`config.mk`:
```
export PLATFORM = sky130hd
export DESIGN_NAME = pbkdf2_hmac_sha1_key_derivation
export DESIGN_NICKNAME = d
export VERILOG_FILES = /design/src/rtl/pbkdf_pkg.sv /design/src/rtl/pbkdf2_hmac_sha1_key_derivation.sv /design/src/rtl/pbkdf_ram.sv /design/src/rtl/pbkdf_datapath.sv /design/src/rtl/pbkdf_ctrl.sv
export SDC_FILE = /design/constraint.sdc
export NUM_CORES = 2
export LEC_CHECK = 0
export BUFFER_PORTS_ARGS = -buffer_cell sky130_fd_sc_hd__buf_2
export CORE_MARGIN = 4
export CORE_UTILIZATION = 56
export CTS_CLUSTER_SIZE = 24
export DETAILED_ROUTE_END_ITERATION = 8
export PLACE_DENSITY = 0.72
export SLEW_MARGIN = 20
export SYNTH_ARGS = -nofsm -noshare
export SYNTH_HDL_FRONTEND = slang
export SYNTH_SLANG_ARGS = --single-unit
```
`constraint.sdc`:
```
create_clock -name clk -period 13.25 [get_ports clk]
set_input_delay 0.6625 -clock clk [delete_from_list [all_inputs] [get_ports clk]]
set_output_delay 0.6625 -clock clk [all_outputs]
set_load 0.05 [all_outputs]
```
`src/rtl/pbkdf_pkg.sv`:
```
// Package with shared types, constants and SHA-1 helpers for the PBKDF2 block.
`timescale 1ns / 1ps
package pbkdf_pkg;

  localparam int MaxPasswordBytes = 64;
  localparam int MaxSaltBytes     = 64;
  localparam int MaxKeyBytes      = 64;

  localparam logic [1:0] CMD_PASSWORD = 2'd0;
  localparam logic [1:0] CMD_SALT     = 2'd1;
  localparam logic [1:0] CMD_DERIVE   = 2'd2;

  localparam logic CFG_ITER   = 1'b0;
  localparam logic CFG_KEYLEN = 1'b1;

  localparam logic [7:0] IPAD = 8'h36;
  localparam logic [7:0] OPAD = 8'h5c;

  // Source of each message byte while a block is assembled.
  typedef enum logic [2:0] {
    SRC_IPAD,
    SRC_OPAD,
    SRC_SALT,
    SRC_DIGEST,
    SRC_ZERO
  } src_t;

  typedef enum logic [4:0] {
    ST_IDLE,
    ST_BLK_INIT,
    ST_HASH_INIT,
    ST_FILL,
    ST_FILL_WAIT,
    ST_COMPRESS,
    ST_COMP_DONE,
    ST_HASH_DONE,
    ST_EMIT
  } state_t;

  // Commands from the controller to the datapath.
  typedef struct packed {
    logic       hash_init;   // load SHA-1 initial value
    logic       fill_en;     // write one byte into the block buffer
    logic [5:0] fill_pos;
    logic [7:0] fill_byte;
    logic       round_start; // latch chaining value into working regs
    logic       round_en;    // one SHA-1 round
    logic [6:0] round_idx;
    logic       comp_add;    // add working regs into chaining value
    logic       save_inner;  // chaining value -> inner digest
    logic       save_u;      // chaining value -> previous U
    logic       acc_load;    // accumulator = chaining value
    logic       acc_xor;     // accumulator ^= chaining value
    logic [4:0] out_sel;     // byte of accumulator presented
  } dp_cmd_t;

  typedef struct packed {
    logic [7:0] digest_byte;
    logic [7:0] acc_byte;
  } dp_stat_t;

  function automatic logic [31:0] rotl(input logic [31:0] x, input int n);
    rotl = (x << n) | (x >> (32 - n));
  endfunction

endpackage

```
`src/rtl/pbkdf2_hmac_sha1_key_derivation.sv`:
```
// PBKDF2 with HMAC-SHA1: load password and salt bytes, derive key bytes.
//
// Input channel (in_valid / in_stall): each transfer carries a command.
// Password and salt loads sustain one per cycle while no derive is busy.
// Once a derive command is accepted, in_stall stays high until its last
// key byte is taken.
// Each SHA-1 compression fills the 64-byte block, loads the working
// registers, runs the 80 rounds and adds into the chaining value; an
// HMAC is four or five of them plus hash start and finish states. A 20-byte
// block takes a setup state and iteration_count HMACs on the single shared
// SHA-1 round unit; only the first HMAC of a block with a long salt needs five.
// key_length up to 64 needs up to four blocks.
// Output channel (out_valid / out_stall): key bytes in order, out_last on
// the final byte; while out_stall is high the byte is held and the
// computation waits.
// Configuration: cfg_we with cfg_index 0 writes iteration_count and
// index 1 writes key_length; write only while idle.
// Reset (rst_n low, synchronous) empties both stores and restores
// iteration_count 1 and key_length 20.
`timescale 1ns / 1ps
module pbkdf2_hmac_sha1_key_derivation #(
  parameter int MAX_PASSWORD_BYTES = pbkdf_pkg::MaxPasswordBytes,
  parameter int MAX_SALT_BYTES     = pbkdf_pkg::MaxSaltBytes,
  parameter int MAX_KEY_BYTES      = pbkdf_pkg::MaxKeyBytes
) (
  input  logic        clk,
  input  logic        rst_n,
  input  logic        in_valid,
  output logic        in_stall,
  input  logic [1:0]  in_command,
  input  logic [7:0]  in_data_byte,
  input  logic        in_restart,
  output logic        out_valid,
  input  logic        out_stall,
  output logic [7:0]  out_key_byte,
  output logic        out_last,
  input  logic        cfg_we,
  input  logic        cfg_index,
  input  logic [31:0] cfg_data
);
  import pbkdf_pkg::*;

  dp_cmd_t    cmd;
  dp_stat_t   stat;
  logic [5:0] dig_sel;

  pbkdf_ctrl #(
    .MAX_PASSWORD_BYTES(MAX_PASSWORD_BYTES),
    .MAX_SALT_BYTES(MAX_SALT_BYTES),
    .MAX_KEY_BYTES(MAX_KEY_BYTES)
  ) u_ctrl (
    .clk(clk), .rst_n(rst_n),
    .in_valid(in_valid), .in_stall(in_stall), .in_command(in_command),
    .in_data_byte(in_data_byte), .in_restart(in_restart),
    .out_valid(out_valid), .out_stall(out_stall), .out_key_byte(out_key_byte),
    .out_last(out_last),
    .cfg_we(cfg_we), .cfg_index(cfg_index), .cfg_data(cfg_data),
    .cmd(cmd), .dig_sel(dig_sel), .stat(stat)
  );

  pbkdf_datapath u_dp (
    .clk(clk), .cmd(cmd), .dig_sel(dig_sel), .stat(stat)
  );
endmodule

```
`src/rtl/pbkdf_ram.sv`:
```
// Generic simple dual-port RAM (one write port, one read port) with registered read.
`timescale 1ns / 1ps
module pbkdf_ram #(
  parameter int WIDTH = 8,
  parameter int DEPTH = 64
) (
  input  logic                     clk,
  input  logic                     we,
  input  logic [$clog2(DEPTH)-1:0] waddr,
  input  logic [WIDTH-1:0]         wdata,
  input  logic [$clog2(DEPTH)-1:0] raddr,
  output logic [WIDTH-1:0]         rdata
);
  logic [WIDTH-1:0] mem [DEPTH];

  always_ff @(posedge clk) begin
    if (we) begin
      mem[waddr] <= wdata;
    end
    rdata <= mem[raddr];
  end
endmodule

```
`src/rtl/pbkdf_datapath.sv`:
```
// SHA-1 datapath: block buffer, round logic, chaining value, U and accumulator.
`timescale 1ns / 1ps
module pbkdf_datapath (
  input  logic               clk,
  input  pbkdf_pkg::dp_cmd_t cmd,
  input  logic [5:0]         dig_sel,
  output pbkdf_pkg::dp_stat_t stat
);
  import pbkdf_pkg::*;

  logic [31:0] w_r [16];
  logic [31:0] h_r [5];
  logic [31:0] a_r, b_r, c_r, d_r, e_r;
  logic [31:0] inner_r [5];
  logic [31:0] u_r [5];
  logic [31:0] acc_r [5];
  logic [31:0] wt, f, k, t;
  logic [3:0]  ri;
  logic [2:0]  dw;
  logic [1:0]  db;

  assign ri = cmd.round_idx[3:0];

  always_comb begin
    if (cmd.round_idx < 7'd16) begin
      wt = w_r[ri];
    end else begin
      wt = rotl(w_r[ri + 4'd13] ^ w_r[ri + 4'd8] ^ w_r[ri + 4'd2] ^ w_r[ri], 1);
    end
    if (cmd.round_idx < 7'd20) begin
      f = (b_r & c_r) | (~b_r & d_r); k = 32'h5A827999;
    end else if (cmd.round_idx < 7'd40) begin
      f = b_r ^ c_r ^ d_r; k = 32'h6ED9EBA1;
    end else if (cmd.round_idx < 7'd60) begin
      f = (b_r & c_r) | (b_r & d_r) | (c_r & d_r); k = 32'h8F1BBCDC;
    end else begin
      f = b_r ^ c_r ^ d_r; k = 32'hCA62C1D6;
    end
    t = rotl(a_r, 5) + f + e_r + k + wt;
  end

  always_ff @(posedge clk) begin
    if (cmd.fill_en) begin
      case (cmd.fill_pos[1:0])
        2'd0: w_r[cmd.fill_pos[5:2]][31:24] <= cmd.fill_byte;
        2'd1: w_r[cmd.fill_pos[5:2]][23:16] <= cmd.fill_byte;
        2'd2: w_r[cmd.fill_pos[5:2]][15:8]  <= cmd.fill_byte;
        default: w_r[cmd.fill_pos[5:2]][7:0] <= cmd.fill_byte;
      endcase
    end
    if (cmd.hash_init) begin
      h_r[0] <= 32'h67452301; h_r[1] <= 32'hEFCDAB89; h_r[2] <= 32'h98BADCFE;
      h_r[3] <= 32'h10325476; h_r[4] <= 32'hC3D2E1F0;
    end
    if (cmd.round_start) begin
      a_r <= h_r[0]; b_r <= h_r[1]; c_r <= h_r[2]; d_r <= h_r[3]; e_r <= h_r[4];
    end
    if (cmd.round_en) begin
      if (cmd.round_idx >= 7'd16) begin
        w_r[ri] <= wt;
      end
      e_r <= d_r; d_r <= c_r; c_r <= rotl(b_r, 30); b_r <= a_r; a_r <= t;
    end
    if (cmd.comp_add) begin
      h_r[0] <= h_r[0] + a_r; h_r[1] <= h_r[1] + b_r; h_r[2] <= h_r[2] + c_r;
      h_r[3] <= h_r[3] + d_r; h_r[4] <= h_r[4] + e_r;
    end
    for (int i = 0; i < 5; i++) begin
      if (cmd.save_inner) inner_r[i] <= h_r[i];
      if (cmd.save_u) u_r[i] <= h_r[i];
      if (cmd.acc_load) acc_r[i] <= h_r[i];
      if (cmd.acc_xor) acc_r[i] <= acc_r[i] ^ h_r[i];
    end
  end

  // dig_sel bit 5 high selects previous U, else the inner digest; low bits give byte.
  logic [4:0] ds;
  logic [31:0] dword, aword;
  always_comb begin
    ds = dig_sel[4:0];
    dw = ds[4:2];
    db = ds[1:0];
    dword = 32'd0;
    aword = 32'd0;
    for (int i = 0; i < 5; i++) begin
      if (dw == 3'(i)) dword = dig_sel[5] ? u_r[i] : inner_r[i];
      if (cmd.out_sel[4:2] == 3'(i)) aword = acc_r[i];
    end
    stat.digest_byte = 8'(dword >> (24 - 8 * db));
    stat.acc_byte    = 8'(aword >> (24 - 8 * cmd.out_sel[1:0]));
  end
endmodule

```
`src/rtl/pbkdf_ctrl.sv`:
```
// Controller: loads, message assembly, HMAC sequencing and key byte output.
`timescale 1ns / 1ps
module pbkdf_ctrl #(
  parameter int MAX_PASSWORD_BYTES = pbkdf_pkg::MaxPasswordBytes,
  parameter int MAX_SALT_BYTES     = pbkdf_pkg::MaxSaltBytes,
  parameter int MAX_KEY_BYTES      = pbkdf_pkg::MaxKeyBytes
) (
  input  logic                clk,
  input  logic                rst_n,
  input  logic                in_valid,
  output logic                in_stall,
  input  logic [1:0]          in_command,
  input  logic [7:0]          in_data_byte,
  input  logic                in_restart,
  output logic                out_valid,
  input  logic                out_stall,
  output logic [7:0]          out_key_byte,
  output logic                out_last,
  input  logic                cfg_we,
  input  logic                cfg_index,
  input  logic [31:0]         cfg_data,
  output pbkdf_pkg::dp_cmd_t  cmd,
  output logic [5:0]          dig_sel,
  input  pbkdf_pkg::dp_stat_t stat
);
  import pbkdf_pkg::*;

  localparam int PW = $clog2(MAX_PASSWORD_BYTES + 1);
  localparam int SW = $clog2(MAX_SALT_BYTES + 1);
  localparam int PA = (MAX_PASSWORD_BYTES > 1) ? $clog2(MAX_PASSWORD_BYTES) : 1;
  localparam int SA = (MAX_SALT_BYTES > 1) ? $clog2(MAX_SALT_BYTES) : 1;

  state_t state_r, state_nxt;
  logic [31:0] iter_cfg_r;
  logic [6:0]  keylen_cfg_r;
  logic [PW-1:0] pw_cnt_r;
  logic [SW-1:0] salt_cnt_r;
  logic [31:0] iter_r, iter_nxt;
  logic [2:0]  blk_r, blk_nxt;
  logic [6:0]  emitted_r, emitted_nxt;
  logic [4:0]  bpos_r, bpos_nxt;
  logic        outer_r, outer_nxt;     // second hash of the HMAC
  logic [1:0]  cblk_r, cblk_nxt;       // compression index within hash
  logic [6:0]  fpos_r, fpos_nxt;       // fill cycle within block, 64 = last written
  logic [6:0]  rnd_r, rnd_nxt;
  logic [7:0]  fbyte_pend_r, fbyte_pend_nxt;
  src_t        src_pend_r, src_pend_nxt;
  logic        pend_r, pend_nxt;
  logic [5:0]  ppos_r, ppos_nxt;

  logic [6:0]  n_keys;
  logic [7:0]  msg_len;
  logic [8:0]  pad_len;
  logic [8:0]  total_len;
  logic [2:0]  nblk;
  logic [10:0] bits;
  logic        acc;
  logic [PA-1:0] pw_raddr;
  logic [SA-1:0] salt_raddr;
  logic [7:0]  pw_rdata, salt_rdata;
  logic        pw_we, salt_we;
  logic [PA-1:0] pw_waddr;
  logic [SA-1:0] salt_waddr;
  logic [7:0]  abs;    // absolute message byte index of fpos
  logic [7:0]  rel;    // position past the 64-byte pad block
  src_t        src;
  logic [7:0]  cbyte;
  logic [7:0]  pbyte;

  assign n_keys = (keylen_cfg_r > 7'(MAX_KEY_BYTES)) ? 7'(MAX_KEY_BYTES) : keylen_cfg_r;
  assign msg_len = outer_r ? 8'd84 : ((iter_r == 32'd1) ? 8'(64 + 4) + 8'(salt_cnt_r)
                                                         : 8'd84);
  assign pad_len = {1'b0, msg_len} + 9'd8;
  assign nblk = (pad_len >= 9'd192) ? 3'd4 : ((pad_len >= 9'd128) ? 3'd3 : 3'd2);
  assign total_len = {nblk, 6'd0};
  assign bits = {msg_len, 3'd0};
  assign acc = in_valid && !in_stall;
  assign in_stall = (state_r != ST_IDLE);

  always_comb begin
    pw_we = 1'b0; salt_we = 1'b0;
    pw_waddr = '0; salt_waddr = '0;
    if (acc && in_command == CMD_PASSWORD) begin
      pw_we = in_restart || (pw_cnt_r < PW'(MAX_PASSWORD_BYTES));
      pw_waddr = in_restart ? '0 : PA'(pw_cnt_r);
    end
    if (acc && in_command == CMD_SALT) begin
      salt_we = in_restart || (salt_cnt_r < SW'(MAX_SALT_BYTES));
      salt_waddr = in_restart ? '0 : SA'(salt_cnt_r);
    end
  end

  always_comb begin
    abs = {cblk_r, 6'd0} + {1'b0, fpos_r};
    rel = abs - 8'd64;
    pw_raddr = PA'(abs[5:0]);
    salt_raddr = SA'(rel);
    cbyte = 8'd0;
    src = SRC_ZERO;
    if (abs < 8'd64) begin
      src = outer_r ? SRC_OPAD : SRC_IPAD;
    end else if (abs < msg_len) begin
      if (outer_r || iter_r != 32'd1) begin
        src = SRC_DIGEST;
      end else if (rel < 8'(salt_cnt_r)) begin
        src = SRC_SALT;
      end else if (rel == 8'(salt_cnt_r) + 8'd3) begin
        cbyte = {5'd0, blk_r};
      end
    end else if (abs == msg_len) begin
      cbyte = 8'h80;
    end else if ({1'b0, abs} == total_len - 9'd2) begin
      cbyte = {5'd0, bits[10:8]};
    end else if ({1'b0, abs} == total_len - 9'd1) begin
      cbyte = bits[7:0];
    end
    dig_sel = {!outer_r, 5'(rel)};
  end

  pbkdf_ram #(.WIDTH(8), .DEPTH(MAX_PASSWORD_BYTES)) u_pw_ram (
    .clk(clk), .we(pw_we), .waddr(pw_waddr), .wdata(in_data_byte),
    .raddr(pw_raddr), .rdata(pw_rdata)
  );
  pbkdf_ram #(.WIDTH(8), .DEPTH(MAX_SALT_BYTES)) u_salt_ram (
    .clk(clk), .we(salt_we), .waddr(salt_waddr), .wdata(in_data_byte),
    .raddr(salt_raddr), .rdata(salt_rdata)
  );

  always_comb begin
    pbyte = fbyte_pend_r;
    case (src_pend_r)
      SRC_IPAD:   pbyte = (7'(ppos_r) < 7'(pw_cnt_r)) ? pw_rdata ^ IPAD : IPAD;
      SRC_OPAD:   pbyte = (7'(ppos_r) < 7'(pw_cnt_r)) ? pw_rdata ^ OPAD : OPAD;
      SRC_SALT:   pbyte = salt_rdata;
      SRC_DIGEST: pbyte = fbyte_pend_r;
      default:    pbyte = fbyte_pend_r;
    endcase
  end

  always_comb begin
    state_nxt = state_r;
    iter_nxt = iter_r; blk_nxt = blk_r; emitted_nxt = emitted_r; bpos_nxt = bpos_r;
    outer_nxt = outer_r; cblk_nxt = cblk_r; fpos_nxt = fpos_r;
    rnd_nxt = rnd_r;
    fbyte_pend_nxt = fbyte_pend_r; src_pend_nxt = src_pend_r; pend_nxt = 1'b0;
    ppos_nxt = ppos_r;
    cmd = '0;
    cmd.fill_en = pend_r;
    cmd.fill_pos = ppos_r;
    cmd.fill_byte = pbyte;
    cmd.round_idx = rnd_r;
    cmd.out_sel = bpos_r;
    out_valid = 1'b0;
    out_key_byte = stat.acc_byte;
    out_last = (emitted_r + 7'd1 == n_keys);
    case (state_r)
      ST_IDLE: begin
        if (acc && in_command == CMD_DERIVE && n_keys != 7'd0) begin
          blk_nxt = 3'd1; emitted_nxt = 7'd0;
          state_nxt = ST_BLK_INIT;
        end
      end
      ST_BLK_INIT: begin
        iter_nxt = 32'd1; outer_nxt = 1'b0;
        state_nxt = ST_HASH_INIT;
      end
      ST_HASH_INIT: begin
        cmd.hash_init = 1'b1;
        cblk_nxt = 2'd0; fpos_nxt = 7'd0;
        state_nxt = ST_FILL;
      end
      ST_FILL: begin
        pend_nxt = 1'b1;
        ppos_nxt = fpos_r[5:0];
        src_pend_nxt = src;
        fbyte_pend_nxt = (src == SRC_DIGEST) ? stat.digest_byte : cbyte;
        fpos_nxt = fpos_r + 7'd1;
        if (fpos_r == 7'd63) state_nxt = ST_FILL_WAIT;
      end
      ST_FILL_WAIT: begin
        cmd.round_start = 1'b1;
        rnd_nxt = 7'd0;
        state_nxt = ST_COMPRESS;
      end
      ST_COMPRESS: begin
        cmd.round_en = 1'b1;
        rnd_nxt = rnd_r + 7'd1;
        if (rnd_r == 7'd79) state_nxt = ST_COMP_DONE;
      end
      ST_COMP_DONE: begin
        cmd.comp_add = 1'b1;
        fpos_nxt = 7'd0;
        if ({1'b0, cblk_r} + 3'd1 == nblk) begin
          state_nxt = ST_HASH_DONE;
        end else begin
          cblk_nxt = cblk_r + 2'd1;
          state_nxt = ST_FILL;
        end
      end
      ST_HASH_DONE: begin
        if (!outer_r) begin
          cmd.save_inner = 1'b1;
          outer_nxt = 1'b1;
          state_nxt = ST_HASH_INIT;
        end else begin
          cmd.save_u = 1'b1;
          outer_nxt = 1'b0;
          if (iter_r == 32'd1) cmd.acc_load = 1'b1;
          else cmd.acc_xor = 1'b1;
          if (iter_r >= iter_cfg_r) begin
            bpos_nxt = 5'd0;
            state_nxt = ST_EMIT;
          end else begin
            iter_nxt = iter_r + 32'd1;
            state_nxt = ST_HASH_INIT;
          end
        end
      end
      ST_EMIT: begin
        out_valid = 1'b1;
        if (!out_stall) begin
          emitted_nxt = emitted_r + 7'd1;
          bpos_nxt = bpos_r + 5'd1;
          if (emitted_r + 7'd1 == n_keys) begin
            state_nxt = ST_IDLE;
          end else if (bpos_r == 5'd19) begin
            blk_nxt = blk_r + 3'd1;
            state_nxt = ST_BLK_INIT;
          end
        end
      end
      default: state_nxt = ST_IDLE;
    endcase
  end

  always_ff @(posedge clk) begin
    if (!rst_n) begin
      state_r <= ST_IDLE;
      iter_cfg_r <= 32'd1;
      keylen_cfg_r <= 7'd20;
      pw_cnt_r <= '0;
      salt_cnt_r <= '0;
      iter_r <= 32'd0;
      blk_r <= 3'd0;
      pend_r <= 1'b0;
    end else begin
      state_r <= state_nxt;
      iter_r <= iter_nxt;
      blk_r <= blk_nxt;
      pend_r <= pend_nxt;
      if (cfg_we) begin
        case (cfg_index)
          CFG_ITER:   iter_cfg_r <= cfg_data;
          CFG_KEYLEN: keylen_cfg_r <= cfg_data[6:0];
          default: ;
        endcase
      end
      if (pw_we) pw_cnt_r <= PW'(pw_waddr) + PW'(1);
      if (salt_we) salt_cnt_r <= SW'(salt_waddr) + SW'(1);
    end
  end

  always_ff @(posedge clk) begin
    emitted_r <= emitted_nxt; bpos_r <= bpos_nxt; outer_r <= outer_nxt;
    cblk_r <= cblk_nxt; fpos_r <= fpos_nxt; rnd_r <= rnd_nxt;
    fbyte_pend_r <= fbyte_pend_nxt; src_pend_r <= src_pend_nxt; ppos_r <= ppos_nxt;
  end
endmodule

```
-- Word-level counts from Yosys, hierarchy flattened
Memories as Yosys holds them, arrays and structs flattened. A register that Yosys moved wholly into a read port is not among the register bits.
Cells that the tools add are included.
W data, S select, Z words.
- flip-flop bits (word level): 300
- memory bits (writable): 2176
- input bits: 49
- output and inout bits: 11
- word-level logic and storage cells: 333
- memories: 7
- memory list (memory ; depth ; width ; read ports ; clocked after Yosys merged registers in ; wr ports ; RTL line ; source):
    u_ctrl.u_pw_ram.mem ; 64 ; 8 ; 1 ; 1 ; 1 ; pbkdf_ram.sv:14 ; logic [WIDTH-1:0] mem [DEPTH];
    u_ctrl.u_salt_ram.mem ; 64 ; 8 ; 1 ; 1 ; 1 ; pbkdf_ram.sv:14 ;
    u_dp.w_r ; 16 ; 32 ; 4 ; 1 ; 2 ; pbkdf_datapath.sv:11 ; logic [31:0] w_r [16];
    u_dp.acc_r ; 5 ; 32 ; 5 ; 0 ; 5 ; pbkdf_datapath.sv:16 ; logic [31:0] acc_r [5];
    u_dp.h_r ; 5 ; 32 ; 5 ; 0 ; 5 ; pbkdf_datapath.sv:12 ; logic [31:0] h_r [5];
    u_dp.inner_r ; 5 ; 32 ; 5 ; 0 ; 5 ; pbkdf_datapath.sv:14 ; logic [31:0] inner_r [5];
    +1 memories ; - ; - ; - ; - ; - ; - ;
- add/sub/neg operators: 31
- magnitude comparators: 15
- eq/ne operators: 45
- shift-type cells: 2
- multiplexer cells: 143
- bitwise gates (word level): 34
- reductions and logical operators: 34
- operators with widths (kind ; count):
    $mux W32 ; 43
    $xor A32 B32 Y32 ; 10
    $add A32 B32 Y32 ; 9
    $and A32 B32 Y32 ; 4
    $mux W8 ; 12
    $or A32 B32 Y32 ; 3
    $pmux W32 S2 ; 1
    $shr A32 B32 Y8 ; 2
    $mux W5 ; 10
    $pmux W5 S9 ; 1
    $mux W1 ; 44
    $pmux W7 S2 ; 3
    $mux W3 ; 12
    $add A32 B1 Y32 const B ; 1
    $eq A32 B1 Y1 const B ; 1
    $ge A32 B32 Y1 ; 1
    $ne A32 B1 Y1 const B ; 1
    $not A32 Y32 ; 1
    $or A32 B1 Y32 ; 1
    $or A32 B30 Y32 ; 1
    $or A32 B5 Y32 ; 1
    $mux W31 ; 1
    $mux W6 ; 4
    $pmux W8 S3 ; 1
    70 further kinds ; 136

-- Depth between registers and ports, before layout
- depth in word-level cells: 15
- gate-level depth with buffers: 35
- mapped depth without buffers: 27

-- Hierarchy
Synthesis repeated with hierarchy kept, for this count alone.
- cells, all modules: 8790
- area total of the unflattened synthesis: 128000.3 µm²
- modules (own cells, without submodules) (module ; times used ; cells an instance ; area each (µm²) ; sequential area each (µm²)):
    pbkdf_datapath ; 1 ; 5810 ; 78387.7 ; 39397.8
    pbkdf_ram ; 2 ; 940 ; 20166.8 ; 15534.9
    pbkdf_ctrl ; 1 ; 1100 ; 9278.9 ; 3243.1

-- Least setup slack after synthesis
Ideal clock, no wire load.
- path type: register to register
- from: reg u_ctrl.outer_r
- to: reg u_ctrl.outer_r, data pin
- setup time: 1.549 ns
- arrival time: 7.948 ns
- required time: 11.701 ns
- setup slack: 3.753 ns
- stages on the path, launching flop included: 6
- buffers on the path: 4
- period minus slack after synthesis: 9.497 ns
- cells stage by stage: edfxtp_1 > clkbuf_1 > clkbuf_1 > buf_2 > clkbuf_1 > nor2_1
- word-level cells in the longest chain between the ends: 2
- ends and longest elaborated chain (element ; RTL line ; source):
    start, declared ; pbkdf_ctrl.sv:42 ; logic outer_r, outer_nxt;
    start signal, assigned ; pbkdf_ctrl.sv:264 ; emitted_r <= emitted_nxt; bpos_r <= bpos_nxt; outer_r <= outer_nxt;
    $mux W1 ; pbkdf_ctrl.sv:201 ; if (!outer_r) begin
    $pmux W1 S2 ; pbkdf_ctrl.sv:156 ; case (state_r)
No other way between the ends.
A chain may end at the register's enable or synchronous reset.

-- Worst setup path after layout
- from: reg u_ctrl.rnd_r[0]
- to: reg u_dp.a_r[29], data pin
- word-level cells in the longest chain between the ends: 9
- elaborated cells on any way between the ends: 24
- those cells by class: add/sub: 7; order compare: 4; mux: 8; bitwise: 4; memory: 1
- ends and longest elaborated chain (element ; RTL line ; source):
    start, declared ; pbkdf_ctrl.sv:45 ; logic [6:0] rnd_r, rnd_nxt;
    start signal, assigned ; pbkdf_ctrl.sv:265 ; cblk_r <= cblk_nxt; fpos_r <= fpos_nxt; rnd_r <= rnd_nxt;
    $lt A7 B6 Y1 or $add A4 B4 Y4 (tied branches) ; pbkdf_datapath.sv:34, pbkdf_datapath.sv:28 ;
    $mux W32 or $mem_v2 Z16 W32 (tied branches) ; - ;
    $mux W32 or $xor A32 B32 Y32 (tied branches) ; pbkdf_datapath.sv:32, pbkdf_datapath.sv:28 ;
    $mux W32 or $xor A32 B32 Y32 (tied branches) ; pbkdf_datapath.sv:30, pbkdf_datapath.sv:28 ;
    $add A32 B32 Y32 or $xor A32 B32 Y32 (tied branches) ; pbkdf_datapath.sv:39, pbkdf_datapath.sv:28 ;
    $add A32 B32 Y32 or $or A32 B1 Y32 (tied branches) ; pbkdf_datapath.sv:39, pbkdf_pkg.sv:63 ;
    $add A32 B32 Y32 or $mux W32 (tied branches) ; pbkdf_datapath.sv:39, pbkdf_datapath.sv:25 ;
    $add A32 B32 Y32 (*) ; pbkdf_datapath.sv:39 ; t = rotl(a_r, 5) + f + e_r + k + wt;
    $mux W32 (*) ; pbkdf_datapath.sv:58 ; if (cmd.round_en) begin
    end signal, assigned ; pbkdf_datapath.sv:56 ; a_r <= h_r[0]; b_r <= h_r[1]; c_r <= h_r[2]; d_r <= h_r[3]; e_r <= h_r[4];
    end signal, assigned ; pbkdf_datapath.sv:62 ; e_r <= d_r; d_r <= c_r; c_r <= rotl(b_r, 30); b_r <= a_r; a_r <= t;
    end, declared ; pbkdf_datapath.sv:13 ; logic [31:0] a_r, b_r, c_r, d_r, e_r;
Every way passes the cells marked *; elsewhere a longest branch is shown, timed or not.

==> results.py <==
metrics = {
    "outcome": {
        "outcome": "finished, final reports clean",
    },
    "sta": {
        "worst_slew_pin_slew_ns": 1.239,
        "finalCriticalPeriod_ns": 9.820,
        "fin_crit_sh_pct": 74.11,
        "hold_viol": 0,
        "fin_skew_ns": 0.08302,
        "fmax_mhz": 101.8,
        "slew_headroom_pct": 17.33,
        "maxSlewViolCount": 0,
        "rsz0062_at_grt": "no",
        "holdWs_ns": 0.06575,
        "setup_viol": 0,
        "fin_tns_setup_ns": 0,
    },
    "detailed_routing": {
        "first_pass_iters": 7,
        "drt_wl_total_um": 399600,
        "ant_nets": 0,
        "drtIter0Drc": 13510,
        "via_per_inst": 7.002,
        "wl_per_cell_um": 32.63,
        "num_vias": 85740,
        "drc_errors": 0,
    },
    "layout": {
        "finalNonFillerCells": 12250,
        "drive_gt1_share_pct": 19.89,
        "area.growth.synth_to_final_pct": 9.668,
        "design_area_mm2": 0.1441,
        "final_net_count": 9358,
    },
    "logic_synthesis": {
        "synth_edf_count": 2382,
        "avgSynthCellArea_um2": 14.70,
        "yosys_warnings": 0,
        "yosysSeqAreaShare_pct": 56.17,
        "synthCells": 8937,
        "syn_nets": 9378,
        "ys_types": 86,
        "syn-cell-area_mm2": 0.1314,
        "ys_seq_elements": 2495,
        "ys.flop_type": "edfxtp_1",
        "async_reset_ff_share_pct": 0,
    },
    "setup_path": {
        "max_stage_delay_ns": 0.83,
        "reg2reg_to": "u_dp.a_r[29]$_DFFE_PN_",
        "reg2reg_from": "u_ctrl.rnd_r[0]$_DFFE_PN_",
        "cp-start-kind": "flop",
        "r2r_slack_ns": 3.43,
        "crit_fanout": 58,
        "arrival_ns": 10.44,
        "r2r_cells": 26,
        "endpoint_kind": "flop",
        "crit_type": "flop to flop",
        "slowest_stage": "edfxtp_1",
        "required_ns": 13.87,
        "crit_path_frequent_cell": "inv_1",
    },
    "power_and_ir_drop": {
        "pwr-share-clk_pct": 45.8,
        "p_total_mw": 16.54,
        "power_density_mw_per_mm2": 114.8,
        "ir_drop_mv": 0.1254,
        "leakagePower_nw": 50.70,
        "combPwrFrac_pct": 2.1,
        "seq_power_share_pct": 52.1,
        "internal_power_mw": 13.10,
        "switching_share_pct": 20.77,
        "p_sw_mw": 3.434,
    },
    "clock_network": {
        "cts_tree": "built",
        "clk-insertion-delay-late_ns": 0.97,
        "clock-sinks": 2495,
        "cts.path.max_buffers": 4,
        "cts_resized": 0,
        "cts_htree_levels": 5,
        "cts_buffers": 282,
        "cts_root_buf": "clkbuf_16",
        "cts.reportedPaths.clkPinSlew_ns": 0.06,
    },
    "global_route": {
        "grt_util_all_layers_pct": 32.64,
        "grt_max_degree": 151,
        "grt_pass1_vias": 82860,
        "antenna_found_initial": 18,
        "grt_overflow_total": 0,
        "grt_first_pass_wirelength_um": 581000,
    },
    "worst_hold_path": {
        "hp-start": "cfg_data[10]",
        "min_to": "u_ctrl.iter_cfg_r[10]$_SDFFE_PN0P_",
        "min_path_type": "input port to flop",
        "hold_path_depth": 3,
    },
    "run": {
        "cap_viol_max_count": 0,
    },
    "placement": {
        "numPortBuffers": 59,
        "dpl.cell_count": 11730,
        "place_area_mm2": 0.1349,
        "post-dp-hpwl_um": 260600,
        "place_congestion": 0.9694,
    },
    "floorplan": {
        "die_y_um": 492.3,
        "io_pins": 60,
        "initial_core_util_pct": 56.39,
        "core_area_mm2": 0.2330,
        "die-width_um": 492.3,
        "row_count": 177,
        "die-area_mm2": 0.2424,
    },
}
[cell type report]
cell class	count	area (µm²)
Clock buffer	336	7427
Multi-Input combinational cell	5528	54220
Fill cell	16930	88910
Timing Repair Buffer	266	2113
Inverter	344	1299
Antenna cell	7	17.52
Clock inverter	138	1279
Sequential cell	2495	73800
Tap cell	3132	3919
[repair_timing]
item	CTS	global route
hold endpoints to repair	28	0
endpoints found under the setup margin	0	0
hold buffers	26	0
setup buffers	0	0
[stage by stage]
step           util, %  setup WS, ns
6_report         61.84         3.430
5_1_grt          61.83         2.738
4_1_cts          61.77         3.396
3_5_place_dp     57.92         3.450
3_3_place_gp     57.92         3.496
2_1_floorplan        -         3.753
[flip-flops by register name, indices dropped and copies added (netlist names), 160 cells and up, named ones only]
signal / count
u_ctrl.u_pw_ram.mem: 512
u_ctrl.u_salt_ram.mem: 512
u_dp.w_r: 512
u_dp.acc_r: 160
u_dp.h_r: 160
u_dp.inner_r: 160
u_dp.u_r: 160
[cell usage after synthesis (all sizes together), types with 16 or more instances]
cell type     n  area share, %
edfxtp     2382             54
mux4       1006             17
nand2       952            2.7
o21ai       498            1.9
mux2i       480            3.7
nor2        414            1.2
clkbuf      385            1.1
inv         338           0.97
xnor2       285            1.9
a21oi       283            1.3
ha          267            2.5
buf         185           0.79
xor2        159            1.1
fa          125            1.9
dfxtp       113            1.7
o22ai        98           0.47
a21o         97           0.55
nor3         97           0.37
nand3        91           0.35
nor2b        68           0.32
o21a         42           0.24
nand2b       41           0.20
nand4        39           0.19
a211oi       35           0.20
and3         33           0.16
or4          28           0.16
a31oi        27           0.13
and2         27           0.13
o211ai       27           0.15
o31ai        27           0.15
o221ai       25           0.17
or3          23           0.11
o21bai       19           0.11
nor4         18          0.086
or2          16          0.076
[worst max-delay path by stage]
stage / to / from / depth (start not counted)
floorplan: u_ctrl.outer_r$_DFFE_PP_ / u_ctrl.outer_r$_DFFE_PP_ / 5
global placement: u_dp.a_r[29]$_DFFE_PN_ / u_ctrl.rnd_r[0]$_DFFE_PN_ / 26
detailed placement: u_dp.a_r[29]$_DFFE_PN_ / u_ctrl.rnd_r[0]$_DFFE_PN_ / 26
CTS: u_dp.a_r[29]$_DFFE_PN_ / u_ctrl.rnd_r[0]$_DFFE_PN_ / 26
global route: u_dp.a_r[29]$_DFFE_PN_ / u_ctrl.rnd_r[0]$_DFFE_PN_ / 26
finish: u_dp.a_r[29]$_DFFE_PN_ / u_ctrl.rnd_r[0]$_DFFE_PN_ / 26
[worst max-delay path, delay by kind of cell (launching register included)]
family,cells,cell delay (ns)
AND/OR/NAND/NOR,3,0.78
XOR/XNOR,3,0.57
multiplexers,2,1.06
adder cells (fa/ha/maj),4,1.92
flip-flops,1,0.83
AO/OA/AOI/OAI,8,2.20
buffers and inverters,6,2.07
[routing by layer]
layer	vias to the layer above	global-route usage (%)	share of wire, %
met4	18	11.92	4.4
met3	1047	9.923	14
li1	34750	-	-
met1	43440	46.27	37
met2	6487	48.20	44
met5	-	0.2935	0.050
[layout by cell type, fill, tap and decap left out, types with 95 or more instances in the layout]
| master | n |
|---|---|
| a21o_1 | 97 |
| a21oi_1 | 249 |
| buf_4 | 176 |
| clkbuf_16 | 288 |
| dfxtp_1 | 109 |
| edfxtp_1 | 2382 |
| fa_1 | 125 |
| ha_1 | 265 |
| inv_1 | 322 |
| mux2i_1 | 479 |
| mux4_2 | 1006 |
| nand2_1 | 934 |
| nor2_1 | 409 |
| nor3_1 | 95 |
| o21ai_0 | 412 |
| o22ai_1 | 98 |
| xnor2_1 | 281 |
| xor2_1 | 158 |
[kinds of logic (layout without fill, tap and decap cells)]
logic type | after synthesis | in the layout | synth area share, %
AO/OA/AOI/OAI | 1314 | 1314 | 6.278
XOR/XNOR | 445 | 445 | 2.994
adder cells (fa/ha/maj) | 393 | 393 | 4.455
buffers and inverters | 914 | 1084 | 2.871
flip-flops | 2495 | 2495 | 56.17
multiplexers | 1489 | 1489 | 20.94
other | 0 | 7 | 0
AND/OR/NAND/NOR | 1887 | 1887 | 6.292
[power by group through the flow]
stage          combinational, mW  sequential [mW]  clock, mW
6_report                   0.339             8.62       7.58
5_1_grt                    0.365             8.61       7.97
4_1_cts                    0.331             8.62       7.62
3_5_place_dp               0.323             8.78          0
3_3_place_gp               0.312             8.78          0
2_1_floorplan              0.187             8.77          0
Power figures use the tool's default switching activity.
